**src/design/amygdala_associative_learner_unit_macros.svh**
```systemverilog
// Assertion macros used by aal_back. Each use sits on a line of its own.
`ifndef AMYGDALA_ASSOCIATIVE_LEARNER_UNIT_MACROS_SVH
`define AMYGDALA_ASSOCIATIVE_LEARNER_UNIT_MACROS_SVH

// Property checked only while the block is out of reset.
`define AAL_ASSERT(lbl, prop, msg) \
  lbl: assert property (@(posedge clk) disable iff (!rst_n) prop) else $error(msg);

// Property checked at every edge, reset included.
`define AAL_ASSERT_ALWAYS(lbl, prop, msg) \
  lbl: assert property (@(posedge clk) prop) else $error(msg);

`endif

```
**src/design/aal_pkg.sv**
```systemverilog
package aal_pkg;

  localparam int IDX_MAX_W = 8;

  localparam logic signed [15:0] ONE_Q12 = 16'sd4096;
  localparam logic signed [15:0] S16_MAX = 16'sh7fff;
  localparam logic signed [15:0] S16_MIN = 16'sh8000;
  localparam logic [22:0]        S24_POS_MAX = 23'h7fffff;

  typedef struct packed {
    logic signed [15:0]   stim;
    logic signed [15:0]   rew;
    logic signed [15:0]   inh;
    logic                 inh_on;
    logic                 first;
    logic                 last;
    logic [IDX_MAX_W-1:0] idx;
  } item_t;

endpackage

```
**src/design/aal_front.sv**
```systemverilog
module aal_front import aal_pkg::*; #(
  parameter int STIMULUS_COUNT = 16
) (
  input  logic        clk,
  input  logic        rst_n,
  input  logic        in_tvalid,
  output logic        in_tready,
  input  logic [47:0] in_tdata,
  input  logic        in_tuser,
  input  logic        in_tlast,
  input  logic        q_full,
  output logic        q_push,
  output item_t       q_item
);

  localparam int IDX_W = (STIMULUS_COUNT > 1) ? $clog2(STIMULUS_COUNT) : 1;
  localparam logic [IDX_W-1:0] LAST_IDX = IDX_W'(STIMULUS_COUNT - 1);

  logic [IDX_W-1:0] idx_r;
  logic [IDX_W-1:0] idx_nxt;
  logic             last;

  // The tick ends on the flagged element or on the last slot of the array.
  assign last      = in_tlast || (idx_r == LAST_IDX);
  assign in_tready = !q_full;
  assign q_push    = in_tvalid && !q_full;
  assign idx_nxt   = last ? '0 : idx_r + 1'b1;

  always_comb begin
    q_item.stim   = $signed(in_tdata[15:0]);
    q_item.rew    = $signed(in_tdata[31:16]);
    q_item.inh    = $signed(in_tdata[47:32]);
    q_item.inh_on = in_tuser;
    q_item.first  = (idx_r == '0);
    q_item.last   = last;
    q_item.idx    = IDX_MAX_W'(idx_r);
  end

  always_ff @(posedge clk) begin
    if (!rst_n) begin
      idx_r <= '0;
    end else if (q_push) begin
      idx_r <= idx_nxt;
    end
  end

endmodule

```
**config.mk**
```make
export PLATFORM = sky130hd
export DESIGN_NAME = aal_front
export DESIGN_NICKNAME = d
export VERILOG_FILES = /design/src/design/amygdala_associative_learner_unit_macros.svh /design/src/design/aal_pkg.sv /design/src/design/aal_front.sv
export SDC_FILE = /design/constraint.sdc
export NUM_CORES = 1
export LEC_CHECK = 0
export BUFFER_PORTS_ARGS = -buffer_cell sky130_fd_sc_hd__buf_2
export CAP_MARGIN = 25
export CORE_MARGIN = 1
export CORE_UTILIZATION = 24
export DETAILED_ROUTE_END_ITERATION = 7
export PLACE_DENSITY = 0.8
export SLEW_MARGIN = 20
export SYNTH_ARGS = -nofsm -noshare
export SYNTH_HDL_FRONTEND = slang
export SYNTH_SLANG_ARGS = --single-unit
```
**constraint.sdc**
```tcl
create_clock -name clk -period 1.14 [get_ports clk]
set_clock_uncertainty 0.05 [all_clocks]
set_input_delay 0.114 -clock clk [delete_from_list [all_inputs] [get_ports clk]]
set_output_delay 0.114 -clock clk [all_outputs]
set_load 0.05 [all_outputs]
```
After elaboration in Yosys (flattened, before gate mapping)
Cells that the tools add are included.

word-level totals
  word-level logic and storage cells = 8
  input port bits = 54
  output and inout port bits = 61
  register bits after elaboration = 4

operators by class
  multiplexer cells = 1
  reductions and logical operators = 4
  equality and inequality tests = 1
  $add $sub $neg = 1

operators with widths
  cell                                          count
  adder 4 x 1 -> 4 bit (second input constant)  1
  == test 4 bit (second input constant)         1
  zero test 4 bit                               1
  2-to-1 mux 4 bit                              1
  logical AND 1 bit                             1
  zero test 1 bit                               1
  logical OR 1 bit                              1

Depth between registers and ports, before layout
  depth after elaboration = 3
  mapped depth = 4
  gate-level depth less buffers = 4

Worst setup path after synthesis
OpenSTA, ideal clock, no wires.

  path type = register -> output
  from = register idx_r[0]
  to = output port q_item[9] (netlist bit)
  slack = -940 ps
  cell stages (with the launch flop) = 4
  arrival = 1916 ps
  path through = dfxtp_1 > inv_1 > ha_1 > nor3b_1

RTL lines
  element                 line             source
  start, declared         aal_front.sv:19  logic [IDX_W-1:0] idx_r;
  start signal, assigned  aal_front.sv:43  idx_r <= idx_nxt;
  end, declared           aal_front.sv:13  output item_t q_item

==> impl_metrics.csv <==
group,metric,value,unit
power_and_ir_drop,p_leak,0.249,nW
sta,worst_slack,-0.157,ns
place,place_hpwl,844,um
die,fp.dieArea,2890,um^2
layout,largest_reg_flops,4,
clock_tree,tritoncts,"yes",
run_status,outcome,"complete, but fails checks",
global_route,grt_pass1_wl,1.73,mm
global_route,grt_start_max_net_pins,5,
sta,fmax,771,MHz
critical_path,critPathKind,"reg -> out",
min_path,hold_path.class,"in -> reg",
sta,setup_viol,5,
critical_path,cp_cell_sequence,"inv_4, ha_4, nor3b_4, buf_6",
synth,synth_cell_types,15,
die,fp-row-count,18,
layout,final_util,0.229,
die,start_util,0.257,
routing,num_vias,367,
clock_tree,cts_buffers,3,
critical_path,worst_ep_arrival_time,1.13,ns
run_status,violations,"negative setup slack",
critical_path,worstPathRequired,0.98,ns
clock_tree,root_buffer,"clkbuf_4",
sta,rsz0062_at_grt,"yes",
clock_tree,holdBufCountCts,0,
global_route,overflow,0,
routing,drtAntennaViolNets,0,
critical_path,start_kind,"register",
synth,ys_warn_count,0,
critical_path,slowest_delay,0.35,ns
layout,final_nets,116,
power_and_ir_drop,finalPower,0.000471,W
layout,top_register,"idx_r",
synth,syn_inst,85,
synth,syn_area,643,um^2
routing,drtPass1Iterations,3,
global_route,grt_use_total,0.0966,
clock_tree,numClockSinks,4,
power_and_ir_drop,peakVddDrop,0.000271,V
run,max_cap_viol_count,0,
clock_tree,path_clk_slew,0.04,ns
routing,drc_errors,0,
layout,area_growth,-11.1,%
layout,layout-drive-gt1-share,0.707,
critical_path,cp_max_fo,3,
synth,ys_ff_latch,4,
global_route,grt_pass1_vias,383,
global_route,antenna_found_initial,0,
clock_tree,clk_latency,0.25,ns
sta,drv_slew,0,
sta,fin_crit,1.30,ns
die,pin_count,115,
place,place_congestion,0.634,
layout,antenna_cells,0,
place,place_ws,-0.0467,ns
die,coreArea,2500,um^2
sta,whs,0.119,ns
routing,routed_wl,1.17,mm
critical_path,crit_path_top_delay_cell,"dfxtp_4",
place,dp_cells,82,
clock_tree,cts_buffer_depth,2,
layout,reg_top3,"idx_r (4)",
synth,ys_seq_area_frac,0.125,
place,port_buffers,12,
critical_path,endpoint_kind,"output pin",
synth,syn-mean-instance-area,7.57,um^2
die,fp.dieW,53.8,um
sta,period_share,1.14,
routing,wl_per_cell,13.3,um
layout,final_cell_count_no_fill,88,
power_and_ir_drop,p_per_area,824,nW/um^2
sta,timing_hold_violations_final,0,
clock_tree,cts_max_level,1,
die,die_height,53.8,um
routing,routed_via_density,4.17,
routing,first_iter_violations,1,
-- routing by layer --
metal | share of wire | vias up | global-route usage
met3 | 0.17 | 17 | 0.0734
li1 | - | 157 | -
met4 | 0.078 | 0 | 0.154
met2 | 0.46 | 29 | 0.123
met5 | 0 | - | 0
met1 | 0.29 | 164 | 0.0746
-- report_power, final --
group / internal [W] / switching [W]
Clock: 0.000118 / 0.0000692
Sequential: 0.000135 / 0.00000325
Combinational: 0.0000488 / 0.0000965
Total: 0.000302 / 0.000169
-- critical path: cells and delay by family, from the launching register on --
kind                     cells  cell delay, ns
adder cells (fa/ha/maj)      1            0.12
buffers and inverters        2            0.24
AND/OR/NAND/NOR              1            0.17
flip-flops                   1            0.35
-- final cells by class --
| cell class | instances | area, um^2 |
|---|---|---|
| Inverter | 6 | 25.0 |
| Multi-Input combinational cell | 24 | 219 |
| Fill cell | 276 | 1930 |
| Timing Repair Buffer | 21 | 173 |
| Sequential cell | 4 | 95.1 |
| Tap cell | 30 | 37.5 |
| Clock buffer | 3 | 22.5 |
-- through the flow --
stage          cell area, um^2  setup TNS (ns)
2_1_floorplan              693          -0.494
3_3_place_gp               430        -0.00983
3_5_place_dp               430          -0.188
4_1_cts                    552          -0.584
5_1_grt                    572          -0.745
6_report                   572          -0.468
-- logic make-up (layout without fill, tap and decap cells) --
kind of cell / Yosys count / after routing / share of synthesized area
buf+inv: 60 / 30 / 0.665
simple gates: 12 / 12 / 0.115
compound gates: 6 / 6 / 0.0506
flops: 4 / 4 / 0.125
fa+ha+maj: 2 / 2 / 0.0389
other cells: 1 / 4 / 0.00583
-- synthesized netlist by cell type --
cell / number / area (um^2)
buf_4: 54 / 405
inv_1: 6 / 22.5
dfxtp_1: 4 / 80.1
nand3_1: 4 / 20.0
a21oi_1: 3 / 15.0
nand2_1: 3 / 11.3
a31oi_1: 2 / 12.5
ha_1: 2 / 25.0
conb_1: 1 / 3.75
nand2b_4: 1 / 13.8
nor2_1: 1 / 3.75
nor3b_1: 1 / 7.51
o21ai_0: 1 / 5.00
or4_1: 1 / 7.51
or4b_1: 1 / 10.0
-- cells in the final DEF, fill, tap and decap left out, types with 2 or more instances in the layout --
cell,count
a21oi_2,2
buf_2,6
buf_4,9
buf_6,4
buf_8,2
clkbuf_4,3
conb_1,4
dfxtp_4,4
ha_4,2
inv_1,3
inv_2,2
nand2_1,3
nand3_1,2
nand3_2,2
-- path summary, 6_finish.rpt --
kind / startpoint / to / slack, ns / depth (start not counted)
worst min register to register: idx_r[3] / idx_r[3] / 0.50 / 2
worst max register to register: idx_r[1] / idx_r[3] / -0.09 / 4
worst min-delay path: rst_n / idx_r[2] / 0.12 / 3
worst max-delay path: idx_r[0] / q_item[9] / -0.16 / 4
-- repair_timing --
item,in CTS,in global routing
endpoints found under the setup margin,8,8
buffers inserted,4,0
pin swaps,2,4
gates cloned,0,0
gates resized for setup,19,8
Power figures use the tool's default switching activity.
