**config.mk**
```make
export PLATFORM = sky130hd
export DESIGN_NAME = aal_queue
export DESIGN_NICKNAME = d
export VERILOG_FILES = /design/src/design/amygdala_associative_learner_unit_macros.svh /design/src/design/aal_pkg.sv /design/src/design/aal_queue.sv
export SDC_FILE = /design/constraint.sdc
export NUM_CORES = 1
export LEC_CHECK = 0
export BUFFER_PORTS_ARGS = -buffer_cell sky130_fd_sc_hd__buf_2
export CAP_MARGIN = 0
export CORE_MARGIN = 2
export CORE_UTILIZATION = 50
export DETAILED_ROUTE_END_ITERATION = 8
export PLACE_DENSITY_LB_ADDON = 0.15
export SETUP_SLACK_MARGIN = 0.2
export SYNTH_ARGS = -nofsm -noshare
export SYNTH_HDL_FRONTEND = slang
export SYNTH_SLANG_ARGS = --single-unit
```
**constraint.sdc**
```tcl
create_clock -name clk -period 10.05 [get_ports clk]
set_input_delay 2.01 -clock clk [delete_from_list [all_inputs] [get_ports clk]]
set_output_delay 2.01 -clock clk [all_outputs]
set_load 0.1 [all_outputs]
```
**src/design/amygdala_associative_learner_unit_macros.svh**
```systemverilog
// Assertion macros used by aal_back. Each use sits on a line of its own.
`ifndef AMYGDALA_ASSOCIATIVE_LEARNER_UNIT_MACROS_SVH
`define AMYGDALA_ASSOCIATIVE_LEARNER_UNIT_MACROS_SVH

// Property checked only while the block is out of reset.
`define AAL_ASSERT(lbl, prop, msg) \
  lbl: assert property (@(posedge clk) disable iff (!rst_n) prop) else $error(msg);

// Property checked at every edge, reset included.
`define AAL_ASSERT_ALWAYS(lbl, prop, msg) \
  lbl: assert property (@(posedge clk) prop) else $error(msg);

`endif

```
**src/design/aal_pkg.sv**
```systemverilog
package aal_pkg;

  localparam int IDX_MAX_W = 8;

  localparam logic signed [15:0] ONE_Q12 = 16'sd4096;
  localparam logic signed [15:0] S16_MAX = 16'sh7fff;
  localparam logic signed [15:0] S16_MIN = 16'sh8000;
  localparam logic [22:0]        S24_POS_MAX = 23'h7fffff;

  typedef struct packed {
    logic signed [15:0]   stim;
    logic signed [15:0]   rew;
    logic signed [15:0]   inh;
    logic                 inh_on;
    logic                 first;
    logic                 last;
    logic [IDX_MAX_W-1:0] idx;
  } item_t;

endpackage

```
**src/design/aal_queue.sv**
```systemverilog
module aal_queue import aal_pkg::*; (
  input  logic  clk,
  input  logic  rst_n,
  input  logic  push,
  input  item_t push_item,
  output logic  full,
  input  logic  pop,
  output item_t head,
  output logic  empty
);

  localparam int DEPTH = 2;
  localparam int PTR_W = $clog2(DEPTH);
  localparam int CNT_W = $clog2(DEPTH + 1);

  item_t              ent_r [DEPTH];
  logic [PTR_W-1:0]   wr_ptr_r;
  logic [PTR_W-1:0]   rd_ptr_r;
  logic [CNT_W-1:0]   cnt_r;
  logic [CNT_W-1:0]   cnt_nxt;

  assign full  = (cnt_r == CNT_W'(DEPTH));
  assign empty = (cnt_r == '0);
  assign head  = ent_r[rd_ptr_r];

  always_comb begin
    cnt_nxt = cnt_r;
    if (push && !pop) begin
      cnt_nxt = cnt_r + 1'b1;
    end else if (pop && !push) begin
      cnt_nxt = cnt_r - 1'b1;
    end
  end

  always_ff @(posedge clk) begin
    if (push) begin
      ent_r[wr_ptr_r] <= push_item;
    end
  end

  always_ff @(posedge clk) begin
    if (!rst_n) begin
      wr_ptr_r <= '0;
      rd_ptr_r <= '0;
      cnt_r    <= '0;
    end else begin
      if (push) begin
        wr_ptr_r <= wr_ptr_r + 1'b1;
      end
      if (pop) begin
        rd_ptr_r <= rd_ptr_r + 1'b1;
      end
      cnt_r <= cnt_nxt;
    end
  end

endmodule

```
* Word-level counts from Yosys, hierarchy flattened
Memories as Yosys holds them, arrays and structs flattened. A register that Yosys moved wholly into a read port is not among the register bits. Index checks and enable logic that the tools add are counted.
Word-level totals: flip-flop bits (word level) 4, RAM bits 118, input port bits 63, output and inout bits 61, word-level logic and storage cells 21, memories 1
Memory list:
- ent_r | depth 2, width 59, rd ports 1, clocked after Yosys merged registers in 1, write ports 1, RTL line aal_queue.sv:16 | item_t ent_r [DEPTH];
Cells by class: add/subtract/negate cells 4, equal/unequal tests 1, multiplexer cells 6, reduce and logical (&&, ||, !) cells 6
Operator list (count):
- $mux 1 | 4
- $mux 2 | 2
- $add 1x1->1 const B | 2
- $add 2x1->2 const B | 1
- $eq 2x2->1 const B | 1
- $logic_and 1x1->1 | 2
- $logic_not 1->1 | 2
- $logic_not 2->1 | 1
- $reduce_bool 2->1 | 1
- $sub 2x1->2 const B | 1

* Depth between registers and ports, before layout
Gate-level depths: netlist (run 1).
depth after elaboration 4, mapped depth 5, gate-level depth less buffers 5

* Worst setup path before layout (run 1)
No wires, ideal clock.
kind input to register, start input push, end memory ent_r[0][0] in the netlist's numbering, enable pin, library setup time 0.484 ns, arrival time 4.642 ns, required time 9.566 ns, slack 4.924 ns, stages on the path 1, buffers on the path 0, cell sequence nor2b_1
On the way: longest elaborated chain between the ends 2
Ends and longest elaborated chain:
- from (decl) | RTL line aal_queue.sv:4 | input logic push,
- $mux 1 | RTL line aal_queue.sv:36 | if (push) begin
- $mux 1 (implied by the code) | RTL line aal_queue.sv:37 | ent_r[wr_ptr_r] <= push_item;
- to (decl) | RTL line aal_queue.sv:16
Every way passes these cells.

==> results of run 1 <==
## metal layers
layer	global-route usage	vias to the layer above	wire, µm
met2	0.2718	84	3862
met3	0.06312	6	596
met4	0.06955	0	64
met1	0.2048	1138	3293
li1	-	1091	-
met5	0	-	0
## worst max-delay path, delay by kind of cell (launching register included)
family                 cells  cell delay (ns)
muxes                      1             0.29
DFF                        1             0.49
buffers and inverters      2             1.03
## flip-flops by register name, indices dropped and copies added, names as in the netlist, named ones only
name	count
ent_r	118
cnt_r	2
rd_ptr_r	1
wr_ptr_r	1
## cells by family after synthesis
logic type                 Yosys count
AOI/OAI and AO/OA                    3
xor gates and xnor gates             3
adders and majority gates            1
buffers and inverters                8
DFF                                123
muxes                               59
and+or+nand+nor                      9
## cell type report
class / count / area (µm²)
multi-input cells: 75 / 823.3
clock inverters: 13 / 175.2
repair buffers: 126 / 638.1
well taps: 108 / 135.1
fillers: 633 / 2922
clock buffers: 19 / 421.7
flip-flops and latches: 123 / 3645
inverters: 1 / 3.754
## path summary, 6_finish.rpt
| kind | endpoint | slack [ns] | cells past startpoint |
|---|---|---|---|
| setup reg to reg | ent_r[1][51] | 8.17 | 2 |
| hold reg to reg | cnt_r[1] | 0.50 | 2 |
| hold / removal | cnt_r[1] | 0.50 | 2 |
| setup / recovery | head[58] | 5.69 | 3 |
## Yosys cell counts
library cell    n  area [µm²]
or3_1           1       6.260
o21ai_0         1       5.000
xnor2_1         1       8.760
mux2_2         49       551.8
buf_6           2       22.52
buf_8           1       15.01
nor2_1          1       3.750
dfxtp_1         5       100.1
a21boi_1        1       7.510
nor2b_1         3       18.77
xor2_1          2       17.52
and2_1          4       25.02
ha_1            1       12.51
inv_1           1       3.750
buf_2           4       20.02
edfxtp_1      118        3543
mux2_4         10       150.1
o21a_1          1       7.510
## cells in the final DEF, fill, tap and decap left out, types with 2 or more instances in the layout
master	instances
clkinv_1	2
clkinv_4	2
and2_1	3
clkinv_2	3
clkbuf_1	2
dfxtp_1	4
edfxtp_1	118
mux2_4	10
buf_4	3
xor2_1	2
clkinvlp_4	2
buf_2	123
bufinv_16	4
clkbuf_16	16
nor2b_1	2
mux2_2	49
## power by group
group          switching, mW  internal, mW  total, mW
sequential           0.00875         0.593      0.601
combinational          0.234        0.0569      0.291
clock                  0.202         0.400      0.602
==> results_dict.tcl, run 1 <==
set metrics [dict create \
    drive_gt1_frac 0.6050 \
    timing.final.ws_setup_ns 5.687 \
    grt_max_degree 50 \
    maxCapViolations 0 \
    io_pins 124 \
    numCtsBuffers 17 \
    stdcell_area_um2 5842 \
    initial_core_util 0.5157 \
    hold_viol 0 \
    grt_pass1_vias 2417 \
    antenna_left 0 \
    yosys.area_share.simple 0.01190 \
    fp.dieH_um 99.07 \
    ir_worst_vdd_v 0.0001375 \
    postLayoutCoreUtil 0.6666 \
    initialDrtViolationCount 131 \
    crit_required_ns 8.04 \
    hold_start "cnt_r[1]" \
    p_per_area_nw_per_um2 255.8 \
    min_period_ns 4.363 \
    clk_pin_slew_ns 0.06 \
    arrival_ns 2.35 \
    portBuffers 123 \
    max_freq_mhz 229.2 \
    p_leak_nw 2.255 \
    die_w_um 99.07 \
    slew_headroom 0.5386 \
    synth-xor-area-share 0.005814 \
    r2r-start "wr_ptr_r" \
    syn_area_per_cell_um2 21.94 \
    final_cells 465 \
    clk_path_buf_depth 2 \
    syn2layout_area_growth_pct 29.26 \
    tightest_slew_ns 0.6921 \
    post_synth_num_cell_types 18 \
    antenna_found_initial 0 \
    holdBufCountCts 0 \
    netlist_area_um2 4519 \
    dp_slack_ns 6.189 \
    tritoncts "built" \
    fin_worst_skew_ns 0.008309 \
    worst_setup_path_start_kind "register" \
    holdWs_ns 0.5042 \
    grt_pass1_wl_um 12190 \
    cts_resized 0 \
    synth_top_family_by_area "multiplexers" \
    post-cts-setup-buffer-count 0 \
    outcome "finished clean" \
    synth_adder_area_share 0.002769 \
    nets 408 \
    syn_nets 270 \
    synth-compound-area-share 0.004430 \
    slew_viol_final 0 \
    coreArea_um2 8763 \
    totalWireLength_um 7817 \
    tns_ns 0 \
    path_cells "buf_4 -> mux2_2 -> buf_2" \
    grt_use_total 0.1681 \
    cp-end-kind "output port" \
    wire_per_inst_um 16.81 \
    root_buffer "clkbuf_8" \
    placed_area_um2 5245 \
    hpwl_um 4967 \
    finalPower_mw 1.494 \
    dp_cells 433 \
    yosys_warnings 0 \
    grt_overflow 0 \
    critical_path.max_stage_delay_ns 0.61 \
    rsz0062_at_grt "false" \
    avgViaCountPerCell 4.987 \
    fp-row-count 34 \
    dr.pass1.iters 4 \
    synth_seq_cells 123 \
    fin_crit_sh 0.4341 \
    vias 2319 \
    synthCells 206 \
    drc 0 \
    report.final.setup_viol 0 \
    critical_path_peak_fanout 48 \
    synth_mux_area_frac 0.1553 \
    gp_congestion 0.7540 \
    die_area_um2 9815 \
    worstSetupPathType "register to output port" \
    ys_seq_area_frac 0.8062 \
    diodes 0 \
    clock_insertion_delay_worst_skew_ns 0.49 \
    htreeDepth 4 \
    cp_slowest_cell "buf_4" \
    cts.sinks 123 \
    worstHoldPathType "register to register" \
]
Note: power is estimated with default switching activity, not from simulation.
==> inputs of run 2 (changes only) <==
- clock period: 10.05 -> 4.4 ns (I/O delays scaled with it)
==> run 2 against run 1 <==
  * First-iteration DRC count decreased by 2.3%
  * Utilization up 0.60 points
  * Clock power grew 140%
  * Worst setup slack got worse by 4.5 ns
  * Global-route usage is 0.31 points lower
==> results_dict.tcl, run 2 (synthesis gave the netlist of run 1 again) <==
set metrics [dict create \
    clock_insertion_delay_worst_skew_ns 0.50 \
    syn2layout_area_growth_pct 30.43 \
    grt_overflow 0 \
    slew_headroom 0.4516 \
    tritoncts "built" \
    worstHoldPathType "register to register" \
    cp-end-kind "output port" \
    die_w_um 99.07 \
    drc 0 \
    grt_pass1_wl_um 11920 \
    critical_path_peak_fanout 31 \
    crit_family "flip-flops" \
    swShare 0.2972 \
    switchingPower_mw 1.043 \
    max_freq_mhz 312.0 \
    slew_viol_final 0 \
    pwr-share-seq 0.393 \
    cts_resized 0 \
    placed_area_um2 5258 \
    numCtsBuffers 17 \
    initialDrtViolationCount 128 \
    maxCapViolations 0 \
    n_fill_cell 614 \
    final_common_cell "buf_2" \
    path_cells "buf_12 -> mux2_2 -> buf_2" \
    hold_viol 0 \
    antenna_found_initial 0 \
    worstSetupPathType "register to output port" \
    tightest_slew_ns 0.8226 \
    fin_worst_skew_ns 0.005634 \
    outcome "finished clean" \
    gp_congestion 0.7138 \
    postLayoutCoreUtil 0.6726 \
    hpwl_um 4900 \
    holdBufCountCts 0 \
    worst_setup_path_start_kind "register" \
    drive_gt1_frac 0.6134 \
    stdcell_area_um2 5894 \
    htreeDepth 4 \
    grt_pass1_vias 2434 \
    ir_worst_vdd_v 0.0003592 \
    largest_reg_flops 118 \
    die_area_um2 9815 \
    avgViaCountPerCell 4.981 \
    antenna_left 0 \
    comb_power_share 0.189 \
    portBuffers 123 \
    nets 408 \
    arrival_ns 2.32 \
    initial_core_util 0.5157 \
    totalWireLength_um 7925 \
    post-cts-setup-buffer-count 0 \
    clk_path_buf_depth 2 \
    grt_max_degree 61 \
    vias 2316 \
    wire_per_inst_um 17.04 \
    report.final.setup_viol 0 \
    p_per_area_nw_per_um2 595.2 \
    cp_slowest_cell "dfxtp_2" \
    fin_crit_sh 0.7284 \
    fp-row-count 34 \
    p_leak_nw 2.277 \
    dr.pass1.iters 4 \
    min_period_ns 3.205 \
    critical_path.max_stage_delay_ns 0.82 \
    io_pins 124 \
    cts.sinks 123 \
    root_buffer "clkbuf_8" \
    most-common-layout-cells "buf_2 (123), edfxtp_1 (118), mux2_2 (49), clkbuf_16 (16), mux2_4 (10)" \
    clk_pin_slew_ns 0.06 \
    crit_required_ns 3.52 \
    tns_ns 0 \
    diodes 0 \
    path_buf_inv 2 \
    rsz0062_at_grt "false" \
    top_regs "ent_r: 118 flops, cnt_r: 2 flops" \
    final_cells 465 \
    top_register "ent_r" \
    fp.dieH_um 99.07 \
    dp_cells 433 \
    p_int_mw 2.466 \
    power_frac_clock 0.418 \
    grt_use_total 0.1650 \
    coreArea_um2 8763 \
]
==> run 2: cell types whose count changed in the layout (fill, tap and decap cells not counted), sizes merged <==
| cell | delta |
|---|---|
| clkinv | -2 |
| inv | +2 |
| bufinv | +1 |
| clkbuf | -1 |
==> run 2: through the flow <==
| stage | hold slack, ns | worst slack (ns) | power (mW) |
|---|---|---|---|
| after floorplan | 0.4656 | 0.4041 | 1.965 |
| after global placement | 0.4840 | 1.705 | 2.063 |
| after detailed placement | 0.5017 | 1.697 | 2.070 |
| after CTS | 0.5108 | 1.139 | 3.541 |
| after global routing | 0.5287 | 1.080 | 3.610 |
| final | 0.5069 | 1.195 | 3.508 |
==> run 2: path summary, 6_finish.rpt <==
path                  from  slack, ns      endpoint  cells after the start
hold / removal    cnt_r[1]       0.51      cnt_r[1]                      2
setup reg to reg  wr_ptr_r       2.46  ent_r[1][44]                      2
hold reg to reg   cnt_r[1]       0.51      cnt_r[1]                      2
setup / recovery  register       1.20      head[58]                      3
==> run 2: worst reg2reg max path: stages, from the launching register on <==
cell and delay (ns):
dfxtp_1 0.38, and2_2 0.72, buf_4 0.49
==> run 2: final cells by class <==
class,instances,area [µm²],area share
Multi-Input combinational cell,75,823.3,0.1397
Tap cell,108,135.1,0.02293
Sequential cell,123,3645,0.6183
Clock inverter,14,219.0,0.03715
Timing Repair Buffer,126,650.6,0.1104
Clock buffer,18,417.9,0.07090
Inverter,1,3.754,0.0006368
==> run 2: metal layers <==
layer / track usage / routed length (µm) / vias to the layer above
li1: - / - / 1088
met1: 0.1762 / 3177 / 1140
met4: 0.08219 / 75 / 0
met2: 0.2807 / 4053 / 82
met5: 0 / 0 / -
met3: 0.06950 / 619 / 6
==> run 2: power groups by stage <==
stage               registers, mW  logic [mW]  clock network, mW
finish                       1.38       0.662               1.47
global route                 1.39       0.683               1.54
CTS                          1.38       0.667               1.49
detailed placement           1.41       0.665                  0
global placement             1.40       0.661                  0
floorplan                    1.39       0.573                  0
